File: src/design/spmq_pkg.sv
// Shared types, constants and codes for the strict priority multi-queue.
package spmq_pkg;

    // Geometry of the queue set.
    localparam int DEPTH  = 16;
    localparam int LEVELS = 3;

    // Widths derived from the geometry.
    localparam int IDX_W     = (DEPTH > 1) ? $clog2(DEPTH) : 1;
    localparam int CNT_W     = $clog2(DEPTH + 1);
    localparam int LVL_IDX_W = (LEVELS > 1) ? $clog2(LEVELS) : 1;
    localparam int ADDR_W    = $clog2(LEVELS * DEPTH);

    // Fixed field widths.
    localparam int DATA_W = 32;
    localparam int LVL_W  = 2;

    // Stream packing widths.
    localparam int S_TDATA_W = 40;
    localparam int S_TUSER_W = 1;
    localparam int M_TDATA_W = 40;
    localparam int M_TUSER_W = 2;

    typedef enum logic {
        OP_PUSH = 1'b0,
        OP_POP  = 1'b1
    } op_t;

    typedef enum logic [1:0] {
        STAT_OK        = 2'd0,
        STAT_OVERFLOW  = 2'd1,
        STAT_UNDERFLOW = 2'd2
    } status_t;

    typedef enum logic [1:0] {
        S_IDLE,
        S_READ,
        S_RESP
    } state_t;

    // Commands from the controller to the datapath.
    typedef struct packed {
        logic exec;  // execute the accepted word against the queues
        logic load;  // move the memory read data into the result register
    } cmd_t;

endpackage

File: src/design/spmq_ctrl.sv
// Controller state machine that sequences one word at a time through the datapath.
module spmq_ctrl (
    input  logic            aclk,
    input  logic            aresetn,
    input  logic            in_valid,
    input  logic            out_ready,
    output logic            in_ready,
    output logic            out_valid,
    output spmq_pkg::cmd_t  cmd
);

    spmq_pkg::state_t state_reg;
    spmq_pkg::state_t state_next;

    always_ff @(posedge aclk) begin
        if (!aresetn) begin
            state_reg <= spmq_pkg::S_IDLE;
        end else begin
            state_reg <= state_next;
        end
    end

    always_comb begin
        state_next = state_reg;
        unique case (state_reg)
            spmq_pkg::S_IDLE: begin
                if (in_valid) begin
                    state_next = spmq_pkg::S_READ;
                end
            end
            spmq_pkg::S_READ: begin
                state_next = spmq_pkg::S_RESP;
            end
            spmq_pkg::S_RESP: begin
                if (out_ready) begin
                    state_next = spmq_pkg::S_IDLE;
                end
            end
            default: begin
                state_next = spmq_pkg::S_IDLE;
            end
        endcase
    end

    always_comb begin
        in_ready  = 1'b0;
        out_valid = 1'b0;
        cmd       = '0;
        unique case (state_reg)
            spmq_pkg::S_IDLE: begin
                in_ready = 1'b1;
                cmd.exec = in_valid;
            end
            spmq_pkg::S_READ: begin
                cmd.load = 1'b1;
            end
            spmq_pkg::S_RESP: begin
                out_valid = 1'b1;
            end
            default: begin
                in_ready = 1'b0;
            end
        endcase
    end

endmodule

File: src/design/spmq_datapath.sv
// Queue datapath: entry memory, per-level pointers and counts, and result registers.
module spmq_datapath (
    input  logic                          aclk,
    input  logic                          aresetn,
    input  spmq_pkg::cmd_t                cmd,
    input  spmq_pkg::op_t                 operation,
    input  logic [spmq_pkg::LVL_W-1:0]    priority_req,
    input  logic signed [spmq_pkg::DATA_W-1:0] value,
    output logic signed [spmq_pkg::DATA_W-1:0] popped_value,
    output logic [spmq_pkg::LVL_W-1:0]    served_level,
    output spmq_pkg::status_t             status
);

    logic [spmq_pkg::DATA_W-1:0] mem [spmq_pkg::LEVELS * spmq_pkg::DEPTH];

    logic [spmq_pkg::IDX_W-1:0] head_reg [spmq_pkg::LEVELS];
    logic [spmq_pkg::IDX_W-1:0] tail_reg [spmq_pkg::LEVELS];
    logic [spmq_pkg::CNT_W-1:0] cnt_reg  [spmq_pkg::LEVELS];

    logic [spmq_pkg::DATA_W-1:0] rd_data_reg;
    logic                        pop_ok_reg;
    logic [spmq_pkg::LVL_W-1:0]  served_reg;
    spmq_pkg::status_t           status_reg;
    logic [spmq_pkg::DATA_W-1:0] popped_reg;

    logic                           in_range;
    logic [spmq_pkg::LVL_IDX_W-1:0] push_lvl;
    logic                           push_ok;
    logic                           pop_found;
    logic [spmq_pkg::LVL_IDX_W-1:0] pop_lvl;
    logic                           pop_ok;
    logic [spmq_pkg::ADDR_W-1:0]    wr_addr;
    logic [spmq_pkg::ADDR_W-1:0]    rd_addr;
    logic [spmq_pkg::IDX_W-1:0]     tail_inc;
    logic [spmq_pkg::IDX_W-1:0]     head_inc;
    spmq_pkg::status_t              status_now;

    function automatic logic [spmq_pkg::IDX_W-1:0] next_slot(
        input logic [spmq_pkg::IDX_W-1:0] slot
    );
        return (slot == spmq_pkg::IDX_W'(spmq_pkg::DEPTH - 1)) ? '0 : slot + 1'b1;
    endfunction

    // Push side: a level beyond the last one behaves as a full level.
    assign in_range = (32'(priority_req) < 32'(spmq_pkg::LEVELS));
    assign push_lvl = in_range ? spmq_pkg::LVL_IDX_W'(priority_req) : '0;
    assign push_ok  = (operation == spmq_pkg::OP_PUSH) && in_range
                      && (cnt_reg[push_lvl] != spmq_pkg::CNT_W'(spmq_pkg::DEPTH));

    // Pop side: priority encoder, lowest non-empty level wins.
    always_comb begin
        pop_found = 1'b0;
        pop_lvl   = '0;
        for (int i = spmq_pkg::LEVELS - 1; i >= 0; i--) begin
            if (cnt_reg[i] != '0) begin
                pop_found = 1'b1;
                pop_lvl   = spmq_pkg::LVL_IDX_W'(i);
            end
        end
    end

    assign pop_ok = (operation == spmq_pkg::OP_POP) && pop_found;

    assign wr_addr = spmq_pkg::ADDR_W'(push_lvl) * spmq_pkg::ADDR_W'(spmq_pkg::DEPTH)
                     + spmq_pkg::ADDR_W'(tail_reg[push_lvl]);
    assign rd_addr = spmq_pkg::ADDR_W'(pop_lvl) * spmq_pkg::ADDR_W'(spmq_pkg::DEPTH)
                     + spmq_pkg::ADDR_W'(head_reg[pop_lvl]);

    assign tail_inc = next_slot(tail_reg[push_lvl]);
    assign head_inc = next_slot(head_reg[pop_lvl]);

    always_comb begin
        priority if (operation == spmq_pkg::OP_PUSH) begin
            status_now = push_ok ? spmq_pkg::STAT_OK : spmq_pkg::STAT_OVERFLOW;
        end else begin
            status_now = pop_ok ? spmq_pkg::STAT_OK : spmq_pkg::STAT_UNDERFLOW;
        end
    end

    // Entry memory: one write port, one registered read port.
    always_ff @(posedge aclk) begin
        if (cmd.exec && push_ok) begin
            mem[wr_addr] <= value;
        end
        if (cmd.exec && pop_ok) begin
            rd_data_reg <= mem[rd_addr];
        end
    end

    always_ff @(posedge aclk) begin
        if (!aresetn) begin
            for (int i = 0; i < spmq_pkg::LEVELS; i++) begin
                head_reg[i] <= '0;
                tail_reg[i] <= '0;
                cnt_reg[i]  <= '0;
            end
        end else if (cmd.exec) begin
            if (push_ok) begin
                tail_reg[push_lvl] <= tail_inc;
                cnt_reg[push_lvl]  <= cnt_reg[push_lvl] + 1'b1;
            end
            if (pop_ok) begin
                head_reg[pop_lvl] <= head_inc;
                cnt_reg[pop_lvl]  <= cnt_reg[pop_lvl] - 1'b1;
            end
        end
    end

    // Result registers.
    always_ff @(posedge aclk) begin
        if (cmd.exec) begin
            pop_ok_reg <= pop_ok;
            served_reg <= pop_ok ? spmq_pkg::LVL_W'(pop_lvl) : '0;
            status_reg <= status_now;
        end
        if (cmd.load) begin
            popped_reg <= pop_ok_reg ? rd_data_reg : '0;
        end
    end

    assign popped_value = popped_reg;
    assign served_level = served_reg;
    assign status       = status_reg;

endmodule

File: src/design/strict_priority_multi_queue_unit.sv
// Top level of the strict priority multi-queue: stream ports, controller and datapath.
// After an input word is accepted, the accept edge runs the push or pop against the queues
// and registers the entry memory read; the result register is then loaded in the read state,
// and the result word is offered in the response state. The controller takes a new word only
// from idle, after the previous result has been taken, so it never overlaps two words.
// aresetn is synchronous and active low; it empties every level and returns to idle.
// Entry memory contents are not cleared by reset and need no clearing pass.
module strict_priority_multi_queue_unit (
    input  logic                               aclk,
    input  logic                               aresetn,
    // Input stream.
    input  logic                               s_axis_tvalid,
    output logic                               s_axis_tready,
    // tdata fields from bit 0 up: priority_req [1:0], value [33:2], zero fill [39:34].
    input  logic [spmq_pkg::S_TDATA_W-1:0]     s_axis_tdata,
    // tuser fields from bit 0 up: operation [0] (0 push, 1 pop).
    input  logic [spmq_pkg::S_TUSER_W-1:0]     s_axis_tuser,
    // Result stream.
    output logic                               m_axis_tvalid,
    input  logic                               m_axis_tready,
    // tdata fields from bit 0 up: popped_value [31:0], served_level [33:32], zero fill [39:34].
    output logic [spmq_pkg::M_TDATA_W-1:0]     m_axis_tdata,
    // tuser fields from bit 0 up: status [1:0] (0 ok, 1 overflow, 2 underflow).
    output logic [spmq_pkg::M_TUSER_W-1:0]     m_axis_tuser
);

    spmq_pkg::cmd_t    cmd;
    spmq_pkg::op_t     operation;
    spmq_pkg::status_t status;

    logic [spmq_pkg::LVL_W-1:0]         priority_req;
    logic signed [spmq_pkg::DATA_W-1:0] value;
    logic signed [spmq_pkg::DATA_W-1:0] popped_value;
    logic [spmq_pkg::LVL_W-1:0]         served_level;

    // Unpack the input word. The datapath samples these only in the accept cycle.
    assign operation    = spmq_pkg::op_t'(s_axis_tuser[0]);
    assign priority_req = s_axis_tdata[spmq_pkg::LVL_W-1:0];
    assign value        = s_axis_tdata[spmq_pkg::LVL_W +: spmq_pkg::DATA_W];

    spmq_ctrl u_ctrl (
        .aclk      (aclk),
        .aresetn   (aresetn),
        .in_valid  (s_axis_tvalid),
        .out_ready (m_axis_tready),
        .in_ready  (s_axis_tready),
        .out_valid (m_axis_tvalid),
        .cmd       (cmd)
    );

    spmq_datapath u_datapath (
        .aclk         (aclk),
        .aresetn      (aresetn),
        .cmd          (cmd),
        .operation    (operation),
        .priority_req (priority_req),
        .value        (value),
        .popped_value (popped_value),
        .served_level (served_level),
        .status       (status)
    );

    // Pack the result word; the result registers hold steady while the word waits.
    assign m_axis_tdata = {
        {(spmq_pkg::M_TDATA_W - spmq_pkg::DATA_W - spmq_pkg::LVL_W){1'b0}},
        served_level,
        popped_value
    };
    assign m_axis_tuser = status;

endmodule

File: config.mk
export PLATFORM = sky130hd
export DESIGN_NAME = strict_priority_multi_queue_unit
export DESIGN_NICKNAME = d
export VERILOG_FILES = /design/src/design/spmq_pkg.sv /design/src/design/spmq_ctrl.sv /design/src/design/spmq_datapath.sv /design/src/design/strict_priority_multi_queue_unit.sv
export SDC_FILE = /design/constraint.sdc
export NUM_CORES = 2
export LEC_CHECK = 0
export BUFFER_PORTS_ARGS = -buffer_cell sky130_fd_sc_hd__buf_4
export CORE_ASPECT_RATIO = 0.5
export CORE_UTILIZATION = 52
export DETAILED_ROUTE_END_ITERATION = 8
export PLACE_DENSITY = 0.7
export SLEW_MARGIN = 20
export SYNTH_ARGS = -nofsm -noshare
export SYNTH_HDL_FRONTEND = slang
export SYNTH_SLANG_ARGS = --single-unit
File: constraint.sdc
create_clock -name aclk -period 4.9 [get_ports aclk]
set_input_delay 0.735 -clock aclk [delete_from_list [all_inputs] [get_ports aclk]]
set_output_delay 0.735 -clock aclk [all_outputs]
set_load 0.005 [all_outputs]
==> impl_metrics.ini <==
[critical_path]
crit_family = compound AO/OA/AOI/OAI gates
cp_slowest_stage_delay_ns = 0.64
path_buf_inv = 2
worst_ep_arrival_time_ns = 5.14
startpoint_type = register
critPathCaptureType = register
cp_cell_sequence = or4_1 > o211ai_2 > o22a_4 > o21ai_4 > inv_8 > nand2_1 > buf_4 > o22ai_1 > a21oi_1 > a221oi_1 > nand4_1
crit_type = register to register
cp_data_required_time_ns = 5.40
slowest_stage = o211ai_2
critPathMaxFanout = 43

[sta]
period_needed_ns = 4.65
max_freq_mhz = 215
max-slew-margin-rel_pct = 29.6
rsz0062_at_grt = no
fin_crit_sh_pct = 94.8
fin_skew_ns = 0.0260
hold_viol = 0
setup_viol_count_final = 0
fin_setup_tns_ns = 0
worst_slew_pin_slew_ns = 1.05
worst_slack_ns = 0.254
slew_viol_final = 0

[grt]
grt_start_max_net_pins = 88
grt_pass1_wl_um = 268000
antenna_found_initial = 11
overflow = 0
grt_pass1_vias = 39500
grt_usage_pct = 29.2

[synthesis]
ys_top_cells_by_area = edfxtp_1, nand2_1, nand3_1
ys_ff_latch = 1655
yosysWarnings = 0
syn_area_per_cell_um2 = 14.3
synth_top_cell_by_area = edfxtp_1
syn_inst = 4612
seq_area_frac_synth_pct = 75.5
async_reset_ff_share_pct = 0
ys_types = 73
synth_edf_count = 1653
syn-cell-area_um2 = 65800
yosysTopAreaCellShare_pct = 75.5
synth-main-ff-cell = edfxtp_1

[clock_tree]
cts-buffers-inserted = 144
post-cts-setup-buffers = 0
clk_pin_slew_worst_paths_ns = 0.06
cts.root.buffer_cell = clkbuf_16
cts_resized = 0
ctsLongestPathBuffers = 3
holdBufCountCts = 0
cts-htree-levels = 4
cts_sinks = 1655
cts_tree = yes
clkLatencyLatePin_ns = 0.78

[layout]
area_growth_pct = 13.0
final_util_pct = 59.8
post-route-cell-area_um2 = 74300
largest_reg_flops = 1536
nNetsFinal = 4817
fill_cells = 9185
stdcell_count = 6551
final_layout_size_suffix_gt1_share_pct = 13.1

[die]
ios = 89
die-area_um2 = 128000
initial_utilization_pct = 52.9
die_w_um = 505
num_rows = 91
fp.dieH_um = 253
coreArea_um2 = 124000

[route]
via_per_inst = 6.39
vias = 41900
routedWlPerCell_um = 28.7
wl_um = 188000
postRouteAntennaNets = 0
drc_errors = 20
drtIter0Drc = 6406
drt_pass1_iterations = 9

[placement]
io_buffers = 76
place_ws_ns = 0.445
dp_hpwl_um = 113000
placed_cell_area_um2 = 69900
dpl.cell_count = 6290
place_congestion = 0.880

[min_path]
hp-class = input pin to register

[power_and_ir_drop]
power.leakage_nw = 24.9
p_per_area_nw_per_um2 = 400
peakVddDrop_v = 0.000281

[job]
cap_violations = 0

[run_status]
violations = design-rule violations
status = finished, violations left
## through the flow
stage,hold WS [ns],total power [W]
3_5_place_dp,0.515,0.0190
2_1_floorplan,0.497,0.0178
3_3_place_gp,0.512,0.0189
5_1_grt,0.278,0.0305
6_report,0.285,0.0297
4_1_cts,0.243,0.0297
## cell usage in the layout, fill, tap and decap left out, types with 79 or more instances in the layout
cell type	n
nand3_1	379
a21oi_1	179
a31oi_1	79
buf_4	233
mux2i_1	150
o21ai_0	81
nor2_1	112
clkbuf_16	150
edfxtp_1	1653
nand2_1	935
## final timing paths
path	from	endpoint	slack [ns]	depth (start not counted)
worst max-delay path	u_datapath.cnt_reg[2][0]	u_datapath.rd_data_reg[12]	0.25	11
worst min-delay path	m_axis_tready	u_ctrl.state_reg[1]	0.29	3
worst max register to register	u_datapath.cnt_reg[2][0]	u_datapath.rd_data_reg[12]	0.25	11
worst min register to register	u_datapath.rd_data_reg[1]	u_datapath.popped_value[1]	0.53	1
## tightest hold or removal path: cells and delay by family
family / cells / cell delay, ns
and+or+nand+nor: 1 / 0.03
buffers and inverters: 1 / 0.08
AOI/OAI and AO/OA: 1 / 0.15
## layer usage
metal	GRT usage [%]	wire length (um)	share of wire [%]	up-vias
li1	-	-	-	17700
met1	42.2	73100	39	20900
met2	42.8	82200	44	2879
met3	7.72	26600	14	326
met4	10.2	5990	3.2	8
met5	0	49	0.026	-
## cells by family (layout without fill, tap and decap cells)
group / after synthesis / after routing / share of synthesized area, %
simple gates: 1728 / 1728 / 11.5
flops: 1655 / 1655 / 75.5
compound gates: 649 / 649 / 6.63
buf+inv: 330 / 588 / 2.24
mux: 231 / 231 / 3.77
fa+ha+maj: 10 / 10 / 0.190
xor+xnor: 8 / 8 / 0.107
other cells: 1 / 8 / 0.00570
## Yosys cell counts (all sizes together) (10+ instances only)
master and count:
a211o 20, a211oi 19, a21oi 179, a22oi 26, a311oi 11, a31o 11
a31oi 79, a32o 11, and2 41, and3 64, buf 174, clkbuf 115
edfxtp 1653, ha 10, inv 41, mux2 75, mux2i 151, nand2 936
nand3 379, nand4 33, nor2 170, nor3 38, nor4 27, o2111ai 46
o211a 10, o211ai 30, o21ai 84, o221ai 19, o22ai 36
## power breakdown
part / internal [W] / leakage (nW) / switching, W
registers: 0.0157 / 15.0 / 0.0000446
clock network: 0.00595 / 2.16 / 0.00497
logic: 0.000921 / 7.76 / 0.00212
total: 0.0226 / 24.9 / 0.00713
## layout make-up
class	count	area [um2]	share of cell area, %
sequential	1655	49700	66.9
timing repair buffer	288	2850	3.84
multi-input combinational	2632	15100	20.3
clock buffer	189	3920	5.28
inverter	41	169	0.227
antenna	2	5.00	0.00674
tap	1674	2090	2.82
clock inverter	70	488	0.657
Power figures use the tool's default switching activity.
